$ cat src/hw/rtl/lht_pkg.sv
// Shared constants, codes and control structs for the linear hash table.
// No dependencies.
package lht_pkg;

    localparam int MAX_BUCKETS_DEF      = 64;
    localparam int SLOTS_PER_BUCKET_DEF = 16;
    localparam int START_BUCKETS_DEF    = 2;
    localparam int KEY_BITS_DEF         = 31;

    localparam int HOME_W = 6;
    localparam int STAT_W = 2;
    localparam int ODATA_W = 16;   // found, status, home_bucket padded to bytes

    localparam logic CMD_INSERT = 1'b0;
    localparam logic CMD_SEARCH = 1'b1;

    localparam logic [STAT_W-1:0] STAT_OK    = 2'd0;
    localparam logic [STAT_W-1:0] STAT_FULL  = 2'd1;
    localparam logic [STAT_W-1:0] STAT_LIMIT = 2'd2;

    // controller -> datapath
    typedef struct packed {
        logic load_req;
        logic hash_start;
        logic hash_sel1;     // divisor at level + 1
        logic hash_src_mem;  // operand from key store read data
        logic set_home;
        logic fill_rd;
        logic fill_sel_old;  // fill port at split pointer instead of home
        logic fill_cap;
        logic key_rd_scan;
        logic scan_next;
        logic set_found;
        logic ins_write;
        logic key_rd_split;
        logic split_write;
        logic fill_wr_old;
        logic fill_wr_new;
        logic split_finish;
        logic out_load;
    } lht_cmd_t;

    // datapath -> controller
    typedef struct packed {
        logic hash_done;
        logic below_sp;
        logic is_search;
        logic can_split;
        logic idx_end;
        logic match;
        logic out_busy;
    } lht_stat_t;

endpackage

$ cat src/hw/rtl/lht_ctrl.sv
// Controller state machine: sequences hashing, scan, insert and split.
// Depends on lht_pkg.
module lht_ctrl
    import lht_pkg::*;
(
    input  logic      clk,
    input  logic      rst_n,
    input  logic      s_tvalid,
    output logic      s_tready,
    input  lht_stat_t st,
    output lht_cmd_t  cmd
);

    typedef enum logic [16:0] {
        ST_IDLE  = 17'b00000000000000001,
        ST_H0S   = 17'b00000000000000010,
        ST_H0W   = 17'b00000000000000100,
        ST_H1S   = 17'b00000000000001000,
        ST_H1W   = 17'b00000000000010000,
        ST_FRD   = 17'b00000000000100000,
        ST_FCAP  = 17'b00000000001000000,
        ST_SRD   = 17'b00000000010000000,
        ST_SCMP  = 17'b00000000100000000,
        ST_INS   = 17'b00000001000000000,
        ST_PFRD  = 17'b00000010000000000,
        ST_PFCAP = 17'b00000100000000000,
        ST_PRD   = 17'b00001000000000000,
        ST_PHS   = 17'b00010000000000000,
        ST_PHW   = 17'b00100000000000000,
        ST_PWO   = 17'b01000000000000000,
        ST_PWN   = 17'b10000000000000000
    } lht_state_t;

    lht_state_t state_reg;
    lht_state_t state_next;
    logic       out_pend_reg;
    logic       out_pend_next;

    always_ff @(posedge clk or negedge rst_n)
    begin
        if (!rst_n)
        begin
            state_reg    <= ST_IDLE;
            out_pend_reg <= 1'b0;
        end
        else
        begin
            state_reg    <= state_next;
            out_pend_reg <= out_pend_next;
        end
    end

    // a finished result waits in IDLE until the output register frees up
    always_comb
    begin
        cmd           = '0;
        state_next    = state_reg;
        out_pend_next = out_pend_reg;
        s_tready      = 1'b0;
        case (state_reg)
            ST_IDLE:
            begin
                if (out_pend_reg)
                begin
                    if (!st.out_busy)
                    begin
                        cmd.out_load  = 1'b1;
                        out_pend_next = 1'b0;
                    end
                end
                else
                begin
                    s_tready = 1'b1;
                    if (s_tvalid)
                    begin
                        cmd.load_req = 1'b1;
                        state_next   = ST_H0S;
                    end
                end
            end
            ST_H0S:
            begin
                cmd.hash_start = 1'b1;
                state_next     = ST_H0W;
            end
            ST_H0W:
            begin
                if (st.hash_done)
                begin
                    cmd.set_home = 1'b1;
                    state_next   = st.below_sp ? ST_H1S : ST_FRD;
                end
            end
            ST_H1S:
            begin
                cmd.hash_start = 1'b1;
                cmd.hash_sel1  = 1'b1;
                state_next     = ST_H1W;
            end
            ST_H1W:
            begin
                if (st.hash_done)
                begin
                    cmd.set_home = 1'b1;
                    state_next   = ST_FRD;
                end
            end
            ST_FRD:
            begin
                cmd.fill_rd = 1'b1;
                state_next  = ST_FCAP;
            end
            ST_FCAP:
            begin
                cmd.fill_cap = 1'b1;
                state_next   = st.is_search ? ST_SRD : ST_INS;
            end
            ST_SRD:
            begin
                if (st.idx_end)
                begin
                    out_pend_next = 1'b1;
                    state_next    = ST_IDLE;
                end
                else
                begin
                    cmd.key_rd_scan = 1'b1;
                    state_next      = ST_SCMP;
                end
            end
            ST_SCMP:
            begin
                if (st.match)
                begin
                    cmd.set_found = 1'b1;
                    out_pend_next = 1'b1;
                    state_next    = ST_IDLE;
                end
                else
                begin
                    cmd.scan_next = 1'b1;
                    state_next    = ST_SRD;
                end
            end
            ST_INS:
            begin
                cmd.ins_write = 1'b1;
                if (st.can_split)
                begin
                    state_next = ST_PFRD;
                end
                else
                begin
                    out_pend_next = 1'b1;
                    state_next    = ST_IDLE;
                end
            end
            ST_PFRD:
            begin
                cmd.fill_rd      = 1'b1;
                cmd.fill_sel_old = 1'b1;
                state_next       = ST_PFCAP;
            end
            ST_PFCAP:
            begin
                cmd.fill_cap     = 1'b1;
                cmd.fill_sel_old = 1'b1;
                state_next       = ST_PRD;
            end
            ST_PRD:
            begin
                if (st.idx_end)
                begin
                    state_next = ST_PWO;
                end
                else
                begin
                    cmd.key_rd_split = 1'b1;
                    state_next       = ST_PHS;
                end
            end
            ST_PHS:
            begin
                cmd.hash_start   = 1'b1;
                cmd.hash_sel1    = 1'b1;
                cmd.hash_src_mem = 1'b1;
                state_next       = ST_PHW;
            end
            ST_PHW:
            begin
                if (st.hash_done)
                begin
                    cmd.split_write = 1'b1;
                    state_next      = ST_PRD;
                end
            end
            ST_PWO:
            begin
                cmd.fill_wr_old = 1'b1;
                state_next      = ST_PWN;
            end
            ST_PWN:
            begin
                cmd.fill_wr_new  = 1'b1;
                cmd.split_finish = 1'b1;
                out_pend_next    = 1'b1;
                state_next       = ST_IDLE;
            end
            default:
            begin
                state_next = ST_IDLE;
            end
        endcase
    end

endmodule

$ cat config.mk
export PLATFORM = sky130hd
export DESIGN_NAME = lht_ctrl
export DESIGN_NICKNAME = d
export VERILOG_FILES = /design/src/hw/rtl/lht_pkg.sv /design/src/hw/rtl/lht_ctrl.sv
export SDC_FILE = /design/constraint.sdc
export NUM_CORES = 1
export LEC_CHECK = 0
export BUFFER_PORTS_ARGS = -buffer_cell sky130_fd_sc_hd__buf_4
export CORE_ASPECT_RATIO = 0.75
export CORE_MARGIN = 1.5
export CORE_UTILIZATION = 30
export CTS_CLUSTER_SIZE = 20
export DETAILED_ROUTE_END_ITERATION = 12
export PLACE_DENSITY_LB_ADDON = 0.1
export RECOVER_POWER = 100
export REMOVE_ABC_BUFFERS = 1
export SETUP_SLACK_MARGIN = 0.02
export SLEW_MARGIN = 25
export SYNTH_ARGS = -nofsm -noshare
export SYNTH_HDL_FRONTEND = slang
export SYNTH_SLANG_ARGS = --single-unit
export TNS_END_PERCENT = 100
$ cat constraint.sdc
create_clock -name clk -period 5.8 [get_ports clk]
set_clock_uncertainty 0.2 [all_clocks]
set_input_delay 0.87 -clock clk [delete_from_list [all_inputs] [get_ports clk]]
set_output_delay 0.87 -clock clk [all_outputs]
set_load 0.02 [all_outputs]
[Word level (Yosys, flattened, before mapping)]
Index checks and enable logic that the tools add are counted.
Storage, ports and cells
  register bits after elaboration: 18
  input bits: 10
  output and inout port bits: 19
  word-level logic and storage cells: 80
Operators by class
  equality and inequality tests: 25
  multiplexer cells: 44
  reduce and logical (&&, ||, !) cells: 9
Operators by type and width (count)
  one-hot mux 17 bit (16 select lines): 1
  2-to-1 mux 17 bit: 5
  2-to-1 mux 1 bit: 29
  == test 17 x 1 -> 1 bit (second input constant): 1
  == test 17 x 10 -> 1 bit (second input constant): 1
  == test 17 x 11 -> 1 bit (second input constant): 1
  == test 17 x 12 -> 1 bit (second input constant): 1
  == test 17 x 13 -> 1 bit (second input constant): 1
  == test 17 x 14 -> 1 bit (second input constant): 1
  == test 17 x 15 -> 1 bit (second input constant): 1
  == test 17 x 16 -> 1 bit (second input constant): 1
  == test 17 bit (second input constant): 1
  == test 17 x 2 -> 1 bit (second input constant): 1
  == test 17 x 3 -> 1 bit (second input constant): 1
  == test 17 x 4 -> 1 bit (second input constant): 1
  == test 17 x 5 -> 1 bit (second input constant): 1
  == test 17 x 6 -> 1 bit (second input constant): 1
  == test 17 x 7 -> 1 bit (second input constant): 1
  == test 17 x 8 -> 1 bit (second input constant): 1
  == test 17 x 9 -> 1 bit (second input constant): 1
  2-to-1 mux 16 bit: 1
  != test 2 bit (second input constant): 8
  2-to-1 mux 11 bit: 1
  2-to-1 mux 10 bit: 1
  10 further kinds: 15

[Longest topological paths before layout]
Gate-level depths: netlist (run 1).
  word-level depth: 3
  mapped depth: 8
  gate-level depth less buffers: 6

[Worst setup path after synthesis (run 1)]
Ideal clock, no wire load.
  path type: flip-flop to output port
  start point: register state_reg[4]
  end point: output port cmd[0] in the netlist's numbering
  arrival: 2141 ps
  data required time: 4730 ps
  path slack: 2589 ps
  cell stages (with the launch flop): 5
  path buffers: 0
  path through: dfrtp_1 -> or4_4 -> nor4_4 -> nand3_1 -> nor3b_1
RTL lines
  start: declaration: line lht_ctrl.sv:34  | lht_state_t state_reg;
  start signal: assignment: line lht_ctrl.sv:48  | state_reg <= state_next;
  end: declaration: line lht_ctrl.sv:11  | output lht_cmd_t cmd

==> results of run 1 <==
per-layer routing:
layer / vias up / share of wire / GRT usage
li1: 534 / - / -
met1: 537 / 0.50 / 0.203
met2: 22 / 0.45 / 0.238
met3: 2 / 0.044 / 0.0434
met4: 0 / 0.0073 / 0.0423
met5: - / 0 / 0
layout by cell type (no fill, tap or decap), drive strengths merged, types with 2 or more instances in the layout:
master	n
clkbuf	18
nor2	14
xor2	2
buf	14
nor3	5
or3b	2
or4	5
nand3b	2
and2	3
dfrtp	17
nand3	3
xnor2	2
and3	3
nand2	6
inv	4
nor3b	3
or2	3
a21oi	2
nor2b	2
nand2b	2
nor4	8
nand4	4
o21ai	3
nor4b	4
or3	3
o41ai	2
cell families (layout without fill, tap and decap cells):
| group | after synthesis | after routing |
|---|---|---|
| flip-flops | 18 | 18 |
| XOR/XNOR | 4 | 4 |
| buffers and inverters | 11 | 37 |
| AND/OR/NAND/NOR | 78 | 78 |
| AO/OA/AOI/OAI | 17 | 17 |
worst max-delay path, stage by stage, from the launching register on:
cell      delay, ps
dfrtp_1         450
or4_1           640
nor4_1          910
nand3_1         360
nor3b_1         260
clkbuf_1        250
stage by stage:
stage	std cells	setup WS (ps)	hold slack [ps]	cell area, um^2
2_1_floorplan	122	2590	292	1180
3_3_place_gp	202	2600	326	1450
3_5_place_dp	202	2540	336	1450
4_1_cts	206	2250	280	1500
5_1_grt	206	1350	393	1390
6_report	206	1600	337	1390
worst max-delay path by stage:
stage	startpoint	to	cells after the start	slack (ps)
after floorplan	state_reg[4]	cmd[0]	4	2590
after global placement	state_reg[5]	cmd[0]	5	2600
after detailed placement	state_reg[4]	cmd[5]	5	2540
after CTS	state_reg[4]	cmd[5]	5	2250
after global routing	state_reg[5]	cmd[0]	5	1350
final	state_reg[5]	cmd[0]	5	1600
report_power, final:
group / leakage [nW] / switching [mW] / total [mW] / internal [mW]
logic: 0.374 / 0.102 / 0.161 / 0.0586
clock network: 0.0228 / 0.0421 / 0.0909 / 0.0488
registers: 0.247 / 0.0199 / 0.158 / 0.138
area by class of cell:
cell class,count,area [um^2]
clock buffers,4,45.0
fillers,400,2390
inverters,5,18.8
multi-input cells,99,652
flip-flops and latches,18,452
well taps,52,65.1
repair buffers,28,158
==> report_table.html, run 1 <==
<table>
<tr><th>Metric</th><th>Value</th></tr>
<tr><th colspan="2">Die</th></tr>
<tr><td>Core region area</td><td>~3800 um^2</td></tr>
<tr><td>Die width</td><td>a little under 80 um</td></tr>
<tr><td>Rows</td><td>19</td></tr>
<tr><td>Die extent in y</td><td>between 50 and 60 um</td></tr>
<tr><td>Starting density of the core</td><td>0.325</td></tr>
<tr><td>Ports placed on the boundary</td><td>29</td></tr>
<tr><td>Die area</td><td>4490 um^2</td></tr>
<tr><th colspan="2">CTS</th></tr>
<tr><td>Clock tree root driver cell</td><td>clkbuf_8</td></tr>
<tr><td>Maximum level of the CTS H-tree</td><td>1</td></tr>
<tr><td>CTS sink count</td><td>18</td></tr>
<tr><td>Number of buffers created by CTS</td><td>3</td></tr>
<tr><td>Reg clk slew, reported paths</td><td>about 70 ps</td></tr>
<tr><td>Number of resized instances in the post-cts repair step</td><td>0</td></tr>
<tr><td>Insertion delay of the later-clocked pin in the worst-skew pair</td><td>approximately 260 ps</td></tr>
<tr><td>Number of buffers added to fix hold violations after cts</td><td>0</td></tr>
<tr><td>Buffers inserted by post-CTS timing repair</td><td>0</td></tr>
<tr><td>Max Root-Sink Buffers</td><td>2</td></tr>
<tr><td>CTS tree</td><td>built</td></tr>
<tr><th colspan="2">Timing</th></tr>
<tr><td>Max-slew violation count</td><td>0</td></tr>
<tr><td>Shortest clock period the worst path allows after layout</td><td>~4200 ps</td></tr>
<tr><td>Transition time at the pin with the least slew margin</td><td>between 1000 and 1500 ps</td></tr>
<tr><td>Total setup violations reported at the end of the flow</td><td>0</td></tr>
<tr><td>Highest achievable clock rate</td><td>238 MHz</td></tr>
<tr><td>Hold Vio Cnt, Final</td><td>0</td></tr>
<tr><td>Total negative slack</td><td>0 ps</td></tr>
<tr><td>Worst relative slew slack</td><td>0.300</td></tr>
<tr><td>Setup repair after global routing missed its margin</td><td>no</td></tr>
<tr><td>Part of the cycle the worst path needs</td><td>0.724</td></tr>
<tr><th colspan="2">Synth</th></tr>
<tr><td>Syn_area_per_cell</td><td>approximately 9.6 um^2</td></tr>
<tr><td>Area fraction in compound gates after synthesis</td><td>0.111</td></tr>
<tr><td>Most common library cells after synthesis</td><td>17 x dfrtp_1, 14 x nor2_1, 6 x nand2_1</td></tr>
<tr><td>Register area share after synthesis</td><td>0.368</td></tr>
<tr><td>Post-synthesis instance area</td><td>1230 um^2</td></tr>
<tr><td>Ys flop type</td><td>dfrtp_1</td></tr>
<tr><td>Warnings, synthesis</td><td>0</td></tr>
<tr><td>Cell types with the largest area share after synthesis</td><td>dfrtp_1 35%, or4_4 4.6%, nor2_1 4.3%</td></tr>
<tr><td>Basic-gate share of the synthesized area counting and, or, nand and nor cells</td><td>0.437</td></tr>
<tr><td>Adder and majority gate portion of the synthesized area</td><td>0</td></tr>
<tr><td>Most common cell in the netlist</td><td>dfrtp_1</td></tr>
<tr><td>Post-synthesis cell count</td><td>around 130</td></tr>
<tr><td>Count of different cell masters after synthesis</td><td>53</td></tr>
<tr><td>Synthesized flop and latch total</td><td>18</td></tr>
<tr><td>Share of the synthesized area in the top cell type</td><td>0.346</td></tr>
<tr><td>Mux cell area share after synthesis</td><td>0</td></tr>
<tr><td>Synth async-reset ratio</td><td>1.00</td></tr>
<tr><td>Largest family of logic cells by synthesized area</td><td>simple AND/OR/NAND/NOR gates</td></tr>
<tr><td>Xor and xnor area share after synthesis</td><td>0.0285</td></tr>
<tr><td>Number of synthesized flops with an enable pin</td><td>0</td></tr>
<tr><td>Largest area contributor in the netlist</td><td>dfrtp_1</td></tr>
<tr><th colspan="2">Setup path</th></tr>
<tr><td>Count of cells along the worst register-to-register path</td><td>5</td></tr>
<tr><td>Required time reported for the critical path endpoint</td><td>between 4000 and 5000 ps</td></tr>
<tr><td>Slack of the worst reg-to-reg path</td><td>roughly 2700 ps</td></tr>
<tr><td>Capture point of the worst reg-to-reg path</td><td>state_reg[4]</td></tr>
<tr><td>Crit path launch type</td><td>flip-flop</td></tr>
<tr><td>Critical path data arrival time</td><td>approximately 3100 ps</td></tr>
<tr><td>Maximum net fanout on the critical path</td><td>7</td></tr>
<tr><td>CP Class</td><td>flip-flop to primary output</td></tr>
<tr><td>Critical R2R Launch</td><td>state_reg[5]</td></tr>
<tr><td>Type of element capturing the critical path</td><td>primary output</td></tr>
<tr><th colspan="2">Outcome</th></tr>
<tr><td>Status</td><td>finished, final reports clean</td></tr>
<tr><th colspan="2">Power</th></tr>
<tr><td>Power per unit of standard cell area</td><td>roughly 290 nW/um^2</td></tr>
<tr><td>Peak ir drop on the vdd network</td><td>approximately 0.13 mV</td></tr>
<tr><td>Overall power</td><td>roughly 0.4 mW</td></tr>
<tr><td>Static leakage power</td><td>roughly 0.64 nW</td></tr>
<tr><th colspan="2">Layout</th></tr>
<tr><td>Final core area utilization</td><td>0.368</td></tr>
<tr><td>Number of nets in the final layout</td><td>about 170</td></tr>
<tr><td># diodes</td><td>0</td></tr>
<tr><td>Fraction of final layout cells sized beyond drive strength 1</td><td>0.169</td></tr>
<tr><td>Area delta synth-&gt;final</td><td>13.1%</td></tr>
<tr><td>Max reg flops</td><td>17</td></tr>
<tr><th colspan="2">Placed design</th></tr>
<tr><td>Final Wtd Congestion</td><td>between 0.8 and 0.9</td></tr>
<tr><td>Sum of net half-perimeters after detailed placement</td><td>2470 um</td></tr>
<tr><td>Count of port buffers added during placement</td><td>28</td></tr>
<tr><th colspan="2">Detailed routing</th></tr>
<tr><td>First-pass DRT Iterations</td><td>4</td></tr>
<tr><td>DR iter-0 viols</td><td>approximately 110</td></tr>
<tr><td>Overall via count from detail_route</td><td>~1100</td></tr>
<tr><td>Remaining antenna violation count</td><td>0</td></tr>
<tr><td>DRC</td><td>0</td></tr>
<tr><td>Total wire length</td><td>3150 um</td></tr>
<tr><td>Post-detailed-route wirelength per cell</td><td>between 15 and 20 um</td></tr>
<tr><td>Average vias per placed instance</td><td>about 5.3</td></tr>
<tr><th colspan="2">Global route</th></tr>
<tr><td>Maximum number of pins on one net before global-route repair</td><td>19</td></tr>
<tr><td>Global-route wire length before repair</td><td>slightly above 5000 um</td></tr>
<tr><td>Number of global-route vias before repair</td><td>between 1000 and 1500</td></tr>
<tr><td>Total routing usage reported by global routing</td><td>0.151</td></tr>
<tr><td>Initial antenna violation count</td><td>0</td></tr>
<tr><td>Leftover overflow at the end of global routing</td><td>0</td></tr>
<tr><th colspan="2">Min path</th></tr>
<tr><td>Cell count of the worst hold path</td><td>1</td></tr>
<tr><td>Hold path startpoint</td><td>state_reg[14]</td></tr>
<tr><td>Worst min-delay path category</td><td>flip-flop to flip-flop</td></tr>
<tr><td>Destination of the worst hold path</td><td>state_reg[16]</td></tr>
<tr><th colspan="2">Job</th></tr>
<tr><td>Max-cap violations</td><td>0</td></tr>
</table>
Note: power is estimated with default switching activity, not from simulation.
==> run 2: changes to the inputs <==
- clock period: 5.8 -> 4.2 ns (I/O delays scaled with it)
==> run 2 against run 1 <==
Critical path depth is 1 lower; hold slack worse by 5.3 ps; non-clock buffer count is 1 higher; flip-flop and latch count stayed put; setup slack worse by 990 ps; clock power is 56% higher; first-iteration DRC count is 27% lower; critical path type unchanged; largest power group unchanged.
==> report_table.html, run 2 (synthesized netlist as in run 1, its figures left out) <==
<table>
<tr><th>Metric</th><th>Value</th></tr>
<tr><th colspan="2">Outcome</th></tr>
<tr><td>Status</td><td>finished, final reports clean</td></tr>
<tr><th colspan="2">Setup path</th></tr>
<tr><td>Critical R2R Launch</td><td>state_reg[8]</td></tr>
<tr><td>Cells along the critical path</td><td>or4_1 -&gt; nor4_1 -&gt; and3_1 -&gt; clkbuf_1</td></tr>
<tr><td>Crit path launch type</td><td>flip-flop</td></tr>
<tr><td>Type of element capturing the critical path</td><td>primary output</td></tr>
<tr><td>Required time reported for the critical path endpoint</td><td>3370 ps</td></tr>
<tr><td>Critical path data arrival time</td><td>~2800 ps</td></tr>
<tr><td>Maximum net fanout on the critical path</td><td>7</td></tr>
<tr><td>Max stage delay cell, worst path</td><td>nor4_1</td></tr>
<tr><td>CP Class</td><td>flip-flop to primary output</td></tr>
<tr><td>Critical path's largest stage delay</td><td>870 ps</td></tr>
<tr><td>Critical Path Source</td><td>state_reg[8]</td></tr>
<tr><th colspan="2">Layout</th></tr>
<tr><td>Top library cells by usage in the layout, fill and taps aside</td><td>17 x dfrtp_1, 16 x clkbuf_1, 14 x nor2_1</td></tr>
<tr><td># diodes</td><td>0</td></tr>
<tr><td>Commonest non-fill, non-tap cell in the layout</td><td>dfrtp_1</td></tr>
<tr><td>Post-route cell area</td><td>between 1000 and 1500 um^2</td></tr>
<tr><td>Filler-free cell count of the finished design</td><td>~210</td></tr>
<tr><td>Number of nets in the final layout</td><td>166</td></tr>
<tr><td>Area delta synth-&gt;final</td><td>15.0%</td></tr>
<tr><td>Max reg flops</td><td>17</td></tr>
<tr><td>Fraction of final layout cells sized beyond drive strength 1</td><td>0.174</td></tr>
<tr><th colspan="2">Die</th></tr>
<tr><td>Rows</td><td>19</td></tr>
<tr><td>Starting density of the core</td><td>0.325</td></tr>
<tr><td>Die extent in y</td><td>~58 um</td></tr>
<tr><td>Die area</td><td>between 4000 and 5000 um^2</td></tr>
<tr><td>Core region area</td><td>~3800 um^2</td></tr>
<tr><td>Die width</td><td>just under 80 um</td></tr>
<tr><td>Ports placed on the boundary</td><td>29</td></tr>
<tr><th colspan="2">Timing</th></tr>
<tr><td>Tightest hold margin</td><td>between 300 and 400 ps</td></tr>
<tr><td>Hold Vio Cnt, Final</td><td>0</td></tr>
<tr><td>Part of the cycle the worst path needs</td><td>0.855</td></tr>
<tr><td>Worst relative slew slack</td><td>0.295</td></tr>
<tr><td>Max-slew violation count</td><td>0</td></tr>
<tr><td>Total negative slack</td><td>0 ps</td></tr>
<tr><td>Setup repair after global routing missed its margin</td><td>no</td></tr>
<tr><td>Shortest clock period the worst path allows after layout</td><td>roughly 3600 ps</td></tr>
<tr><td>Highest achievable clock rate</td><td>278 MHz</td></tr>
<tr><td>Total setup violations reported at the end of the flow</td><td>0</td></tr>
<tr><td>Transition time at the pin with the least slew margin</td><td>1060 ps</td></tr>
<tr><td>Crit path setup slack, layout</td><td>608 ps</td></tr>
<tr><th colspan="2">CTS</th></tr>
<tr><td>Number of buffers added to fix hold violations after cts</td><td>0</td></tr>
<tr><td>Buffers inserted by post-CTS timing repair</td><td>0</td></tr>
<tr><td>CTS sink count</td><td>18</td></tr>
<tr><td>Maximum level of the CTS H-tree</td><td>1</td></tr>
<tr><td>Reg clk slew, reported paths</td><td>roughly 70 ps</td></tr>
<tr><td>Insertion delay of the later-clocked pin in the worst-skew pair</td><td>between 200 and 300 ps</td></tr>
<tr><td>Clock tree root driver cell</td><td>clkbuf_8</td></tr>
<tr><td>Max Root-Sink Buffers</td><td>2</td></tr>
<tr><td>Number of buffers created by CTS</td><td>3</td></tr>
<tr><td>Number of resized instances in the post-cts repair step</td><td>0</td></tr>
<tr><td>CTS tree</td><td>built</td></tr>
<tr><th colspan="2">Global route</th></tr>
<tr><td>Total routing usage reported by global routing</td><td>0.152</td></tr>
<tr><td>Global-route wire length before repair</td><td>about 5200 um</td></tr>
<tr><td>Initial antenna violation count</td><td>0</td></tr>
<tr><td>Leftover overflow at the end of global routing</td><td>0</td></tr>
<tr><td>Maximum number of pins on one net before global-route repair</td><td>19</td></tr>
<tr><td>Number of global-route vias before repair</td><td>approximately 1000</td></tr>
<tr><th colspan="2">Placed design</th></tr>
<tr><td>Placed Instance Area</td><td>around 1500 um^2</td></tr>
<tr><td>Final Wtd Congestion</td><td>about 0.8</td></tr>
<tr><td>Worst slack at placement</td><td>1210 ps</td></tr>
<tr><td>Sum of net half-perimeters after detailed placement</td><td>around 2500 um</td></tr>
<tr><td>Count of port buffers added during placement</td><td>28</td></tr>
<tr><td>Cells after DPL</td><td>around 200</td></tr>
<tr><th colspan="2">Min path</th></tr>
<tr><td>Worst min-delay path category</td><td>flip-flop to flip-flop</td></tr>
<tr><td>Hold path startpoint</td><td>state_reg[14]</td></tr>
<tr><th colspan="2">Detailed routing</th></tr>
<tr><td>Remaining antenna violation count</td><td>0</td></tr>
<tr><td>DRC</td><td>0</td></tr>
<tr><td>Post-detailed-route wirelength per cell</td><td>roughly 16 um</td></tr>
<tr><td>DR iter-0 viols</td><td>just under 80</td></tr>
<tr><td>Average vias per placed instance</td><td>between 5 and 6</td></tr>
<tr><td>First-pass DRT Iterations</td><td>4</td></tr>
<tr><td>Total wire length</td><td>3220 um</td></tr>
<tr><td>Overall via count from detail_route</td><td>approximately 1100</td></tr>
<tr><th colspan="2">Power</th></tr>
<tr><td>Power per unit of standard cell area</td><td>around 400 nW/um^2</td></tr>
<tr><td>Peak ir drop on the vdd network</td><td>between 0.2 and 0.3 mV</td></tr>
<tr><td>Static leakage power</td><td>0.648 nW</td></tr>
<tr><th colspan="2">Job</th></tr>
<tr><td>Max-cap violations</td><td>0</td></tr>
</table>
[run 2: changes by cell type in the layout (fill, tap and decap cells not counted), sizes merged]
cell    change
clkbuf      +2
buf         -1
[run 2: final cells by class]
class	instances	area, um^2
repair buffers	29	158
multi-input cells	99	664
clock buffers	4	55.1
flip-flops and latches	18	452
fillers	407	2370
inverters	5	18.8
well taps	52	65.1
[run 2: worst max-delay path, delay by kind of cell, from the launching register on]
family	cells	cell delay [ps]
buffers and inverters	1	230
flip-flops	1	440
AND/OR/NAND/NOR	3	1840
[run 2: final timing paths]
path,end,slack (ps),cells past startpoint
min in group asynchronous,state_reg[12],340,1
hold reg to reg,state_reg[16],330,1
setup / recovery,cmd[9],610,4
max in group asynchronous,out_pend_reg,2820,1
hold / removal,state_reg[16],330,1
setup reg to reg,out_pend_reg,1210,5
[run 2: metal layers]
metal | part of all wire | GRT usage | wire length (um)
met5 | 0 | 0 | 0
met4 | 0.016 | 0.0397 | 50
met3 | 0.043 | 0.0450 | 139
met2 | 0.42 | 0.229 | 1370
met1 | 0.52 | 0.215 | 1670
[run 2: where the power goes]
| group | switching, mW | internal [mW] |
|---|---|---|
| Clock | 0.0586 | 0.0833 |
| Combinational | 0.138 | 0.0823 |
| Sequential | 0.0260 | 0.190 |
[run 2: through the flow]
step	total power [mW]	util
floorplan	0.388	-
global route	0.620	0.374
detailed placement	0.467	0.387
CTS	0.612	0.401
finish	0.579	0.374
global placement	0.468	0.387
==> run 3: changes to the inputs <==
- clock period: 4.2 -> 4.5 ns (I/O delays scaled with it)
==> run 3 against run 2 <==
Critical endpoint unchanged; sequential power is 6% lower; flip-flop and latch count stayed put; power is 8.9% lower; global-route usage is 0.17 points lower; critical path depth stayed put; first-iteration DRC count is 42% higher; hold slack better by 8.2 ps; largest power group unchanged; sequential share of layout area is 0.34 points higher; via count is 0.92% higher; non-clock buffer count is 1 lower; largest cell class unchanged; die area stayed put; clock-buffer cell count stayed put.
==> report_table.html, run 3 (synthesized netlist as in run 1, its figures left out) <==
<table>
<tr><th>Metric</th><th>Value</th></tr>
<tr><th colspan="2">Outcome</th></tr>
<tr><td>Status</td><td>finished, final reports clean</td></tr>
<tr><th colspan="2">Setup path</th></tr>
<tr><td>Max stage delay cell, worst path</td><td>nor4_1</td></tr>
<tr><td>CP Class</td><td>flip-flop to primary output</td></tr>
<tr><td>Critical path's largest stage delay</td><td>just over 800 ps</td></tr>
<tr><td>Number of buffers and inverters on the critical path</td><td>1</td></tr>
<tr><td>Critical path data arrival time</td><td>2720 ps</td></tr>
<tr><td>Gate family responsible for the most delay along the worst path</td><td>simple AND/OR/NAND/NOR gates</td></tr>
<tr><td>Crit path launch type</td><td>flip-flop</td></tr>
<tr><td>Maximum net fanout on the critical path</td><td>7</td></tr>
<tr><td>Required time reported for the critical path endpoint</td><td>roughly 3600 ps</td></tr>
<tr><td>Type of element capturing the critical path</td><td>primary output</td></tr>
<tr><td>Cells along the critical path</td><td>or4_1 -&gt; nor4_1 -&gt; and3_1 -&gt; clkbuf_1</td></tr>
<tr><th colspan="2">Min path</th></tr>
<tr><td>Worst min-delay path category</td><td>flip-flop to flip-flop</td></tr>
<tr><th colspan="2">CTS</th></tr>
<tr><td>Number of buffers added to fix hold violations after cts</td><td>0</td></tr>
<tr><td>Insertion delay of the later-clocked pin in the worst-skew pair</td><td>260 ps</td></tr>
<tr><td>CTS sink count</td><td>18</td></tr>
<tr><td>Maximum level of the CTS H-tree</td><td>1</td></tr>
<tr><td>Max Root-Sink Buffers</td><td>2</td></tr>
<tr><td>Buffers inserted by post-CTS timing repair</td><td>0</td></tr>
<tr><td>Number of buffers created by CTS</td><td>3</td></tr>
<tr><td>Reg clk slew, reported paths</td><td>70 ps</td></tr>
<tr><td>Number of resized instances in the post-cts repair step</td><td>0</td></tr>
<tr><td>CTS tree</td><td>built</td></tr>
<tr><td>Clock tree root driver cell</td><td>clkbuf_8</td></tr>
<tr><th colspan="2">Layout</th></tr>
<tr><td># diodes</td><td>0</td></tr>
<tr><td>Fraction of final layout cells sized beyond drive strength 1</td><td>0.169</td></tr>
<tr><td>Area delta synth-&gt;final</td><td>13.7%</td></tr>
<tr><td>Top library cells by usage in the layout, fill and taps aside</td><td>17 x dfrtp_1, 15 x clkbuf_1, 14 x nor2_1, 14 x buf_4, 7 x nor4_1</td></tr>
<tr><td>Seq. cell area</td><td>between 400 and 500 um^2</td></tr>
<tr><td>Number of nets in the final layout</td><td>165</td></tr>
<tr><td>Number of filler instances in the final layout</td><td>approximately 400</td></tr>
<tr><td>Final core area utilization</td><td>0.370</td></tr>
<tr><td>Multi-input logic area</td><td>~660 um^2</td></tr>
<tr><td>Max reg flops</td><td>17</td></tr>
<tr><td>Commonest non-fill, non-tap cell in the layout</td><td>dfrtp_1</td></tr>
<tr><th colspan="2">Placed design</th></tr>
<tr><td>Count of port buffers added during placement</td><td>28</td></tr>
<tr><td>Sum of net half-perimeters after detailed placement</td><td>about 2500 um</td></tr>
<tr><td>Final Wtd Congestion</td><td>between 0.8 and 0.9</td></tr>
<tr><th colspan="2">Global route</th></tr>
<tr><td>Total routing usage reported by global routing</td><td>0.151</td></tr>
<tr><td>Maximum number of pins on one net before global-route repair</td><td>19</td></tr>
<tr><td>Global-route wire length before repair</td><td>between 5000 and 6000 um</td></tr>
<tr><td>Number of global-route vias before repair</td><td>roughly 1100</td></tr>
<tr><td>Initial antenna violation count</td><td>0</td></tr>
<tr><td>Leftover overflow at the end of global routing</td><td>0</td></tr>
<tr><th colspan="2">Detailed routing</th></tr>
<tr><td>Average vias per placed instance</td><td>around 5.3</td></tr>
<tr><td>Overall via count from detail_route</td><td>approximately 1100</td></tr>
<tr><td>Post-detailed-route wirelength per cell</td><td>approximately 15 um</td></tr>
<tr><td>First-pass DRT Iterations</td><td>4</td></tr>
<tr><td>DRC</td><td>0</td></tr>
<tr><td>DR iter-0 viols</td><td>around 110</td></tr>
<tr><td>Total wire length</td><td>3140 um</td></tr>
<tr><td>Remaining antenna violation count</td><td>0</td></tr>
<tr><th colspan="2">Power</th></tr>
<tr><td>Share of total power in combinational logic</td><td>0.393</td></tr>
<tr><td>Overall power</td><td>between 0.5 and 0.6 mW</td></tr>
<tr><td>Power dissipated by switching net loads</td><td>0.211 mW</td></tr>
<tr><td>Power per unit of standard cell area</td><td>about 380 nW/um^2</td></tr>
<tr><td>Part of the total power dissipated in sequential elements</td><td>0.386</td></tr>
<tr><td>Peak ir drop on the vdd network</td><td>around 0.17 mV</td></tr>
<tr><td>Internal</td><td>roughly 0.32 mW</td></tr>
<tr><td>Static leakage power</td><td>0.644 nW</td></tr>
<tr><td>Clock network fraction of total power</td><td>0.222</td></tr>
<tr><td>Sw frac</td><td>0.400</td></tr>
<tr><th colspan="2">Timing</th></tr>
<tr><td>Hold Vio Cnt, Final</td><td>0</td></tr>
<tr><td>Total negative slack</td><td>0 ps</td></tr>
<tr><td>Transition time at the pin with the least slew margin</td><td>approximately 1000 ps</td></tr>
<tr><td>Tightest hold margin</td><td>around 340 ps</td></tr>
<tr><td>Worst relative slew slack</td><td>0.329</td></tr>
<tr><td>Shortest clock period the worst path allows after layout</td><td>3590 ps</td></tr>
<tr><td>Total setup violations reported at the end of the flow</td><td>0</td></tr>
<tr><td>Highest achievable clock rate</td><td>279 MHz</td></tr>
<tr><td>Part of the cycle the worst path needs</td><td>0.798</td></tr>
<tr><td>Max-slew violation count</td><td>0</td></tr>
<tr><td>Setup repair after global routing missed its margin</td><td>no</td></tr>
<tr><th colspan="2">Die</th></tr>
<tr><td>Rows</td><td>19</td></tr>
<tr><td>Die extent in y</td><td>58.4 um</td></tr>
<tr><td>Ports placed on the boundary</td><td>29</td></tr>
<tr><td>Starting density of the core</td><td>0.325</td></tr>
<tr><td>Die area</td><td>approximately 4500 um^2</td></tr>
<tr><td>Core region area</td><td>3780 um^2</td></tr>
<tr><td>Die width</td><td>76.9 um</td></tr>
<tr><th colspan="2">Job</th></tr>
<tr><td>Max-cap violations</td><td>0</td></tr>
</table>
==> run 3: changes by cell type in the layout (fill, tap and decap cells not counted) <==
| cell | previous run | this run |
|---|---|---|
| and2_0 | 1 | 2 |
| and2_1 | 1 | 0 |
| buf_4 | 13 | 14 |
| clkbuf_1 | 16 | 15 |
| clkbuf_8 | 4 | 3 |
| nor3_1 | 4 | 5 |
| nor3_2 | 1 | 0 |
==> run 3: power groups by stage <==
| stage | combinational [mW] | clock [mW] | sequential (mW) |
|---|---|---|---|
| 3_5_place_dp | 0.234 | 0 | 0.205 |
| 3_3_place_gp | 0.232 | 0 | 0.204 |
| 2_1_floorplan | 0.164 | 0 | 0.198 |
| 4_1_cts | 0.235 | 0.121 | 0.202 |
| 6_report | 0.207 | 0.117 | 0.203 |
| 5_1_grt | 0.229 | 0.127 | 0.207 |
==> run 3: metrics by stage <==
step / worst slack, ps / instance area (um^2) / cells
after floorplan: 1480 / 1180 / 122
after global placement: 1490 / 1450 / 202
after detailed placement: 1440 / 1450 / 202
after CTS: 1150 / 1500 / 206
after global routing: 713 / 1400 / 206
final: 910 / 1400 / 206
==> run 3: area by class of cell <==
class / count / share of cell area
clock buffer: 4 / 0.0322
inverter: 5 / 0.0134
multi-input combinational: 99 / 0.472
sequential: 18 / 0.323
tap: 52 / 0.0466
timing repair buffer: 28 / 0.113
==> run 3: final timing paths <==
path	start	end	slack [ps]	depth (start not counted)
min in group asynchronous	rst_n	state_reg[12]	360	1
max reg2reg	state_reg[9]	out_pend_reg	1580	5
min	state_reg[14]	state_reg[16]	340	1
max in group asynchronous	rst_n	out_pend_reg	3120	1
min reg2reg	state_reg[14]	state_reg[16]	340	1
max	state_reg[9]	cmd[9]	910	4
==> run 3: per-layer routing <==
layer	GRT usage	vias up	share of wire
li1	-	533	-
met1	0.203	530	0.50
met3	0.0434	2	0.048
met2	0.238	28	0.44
met5	0	-	0
met4	0.0423	0	0.0073
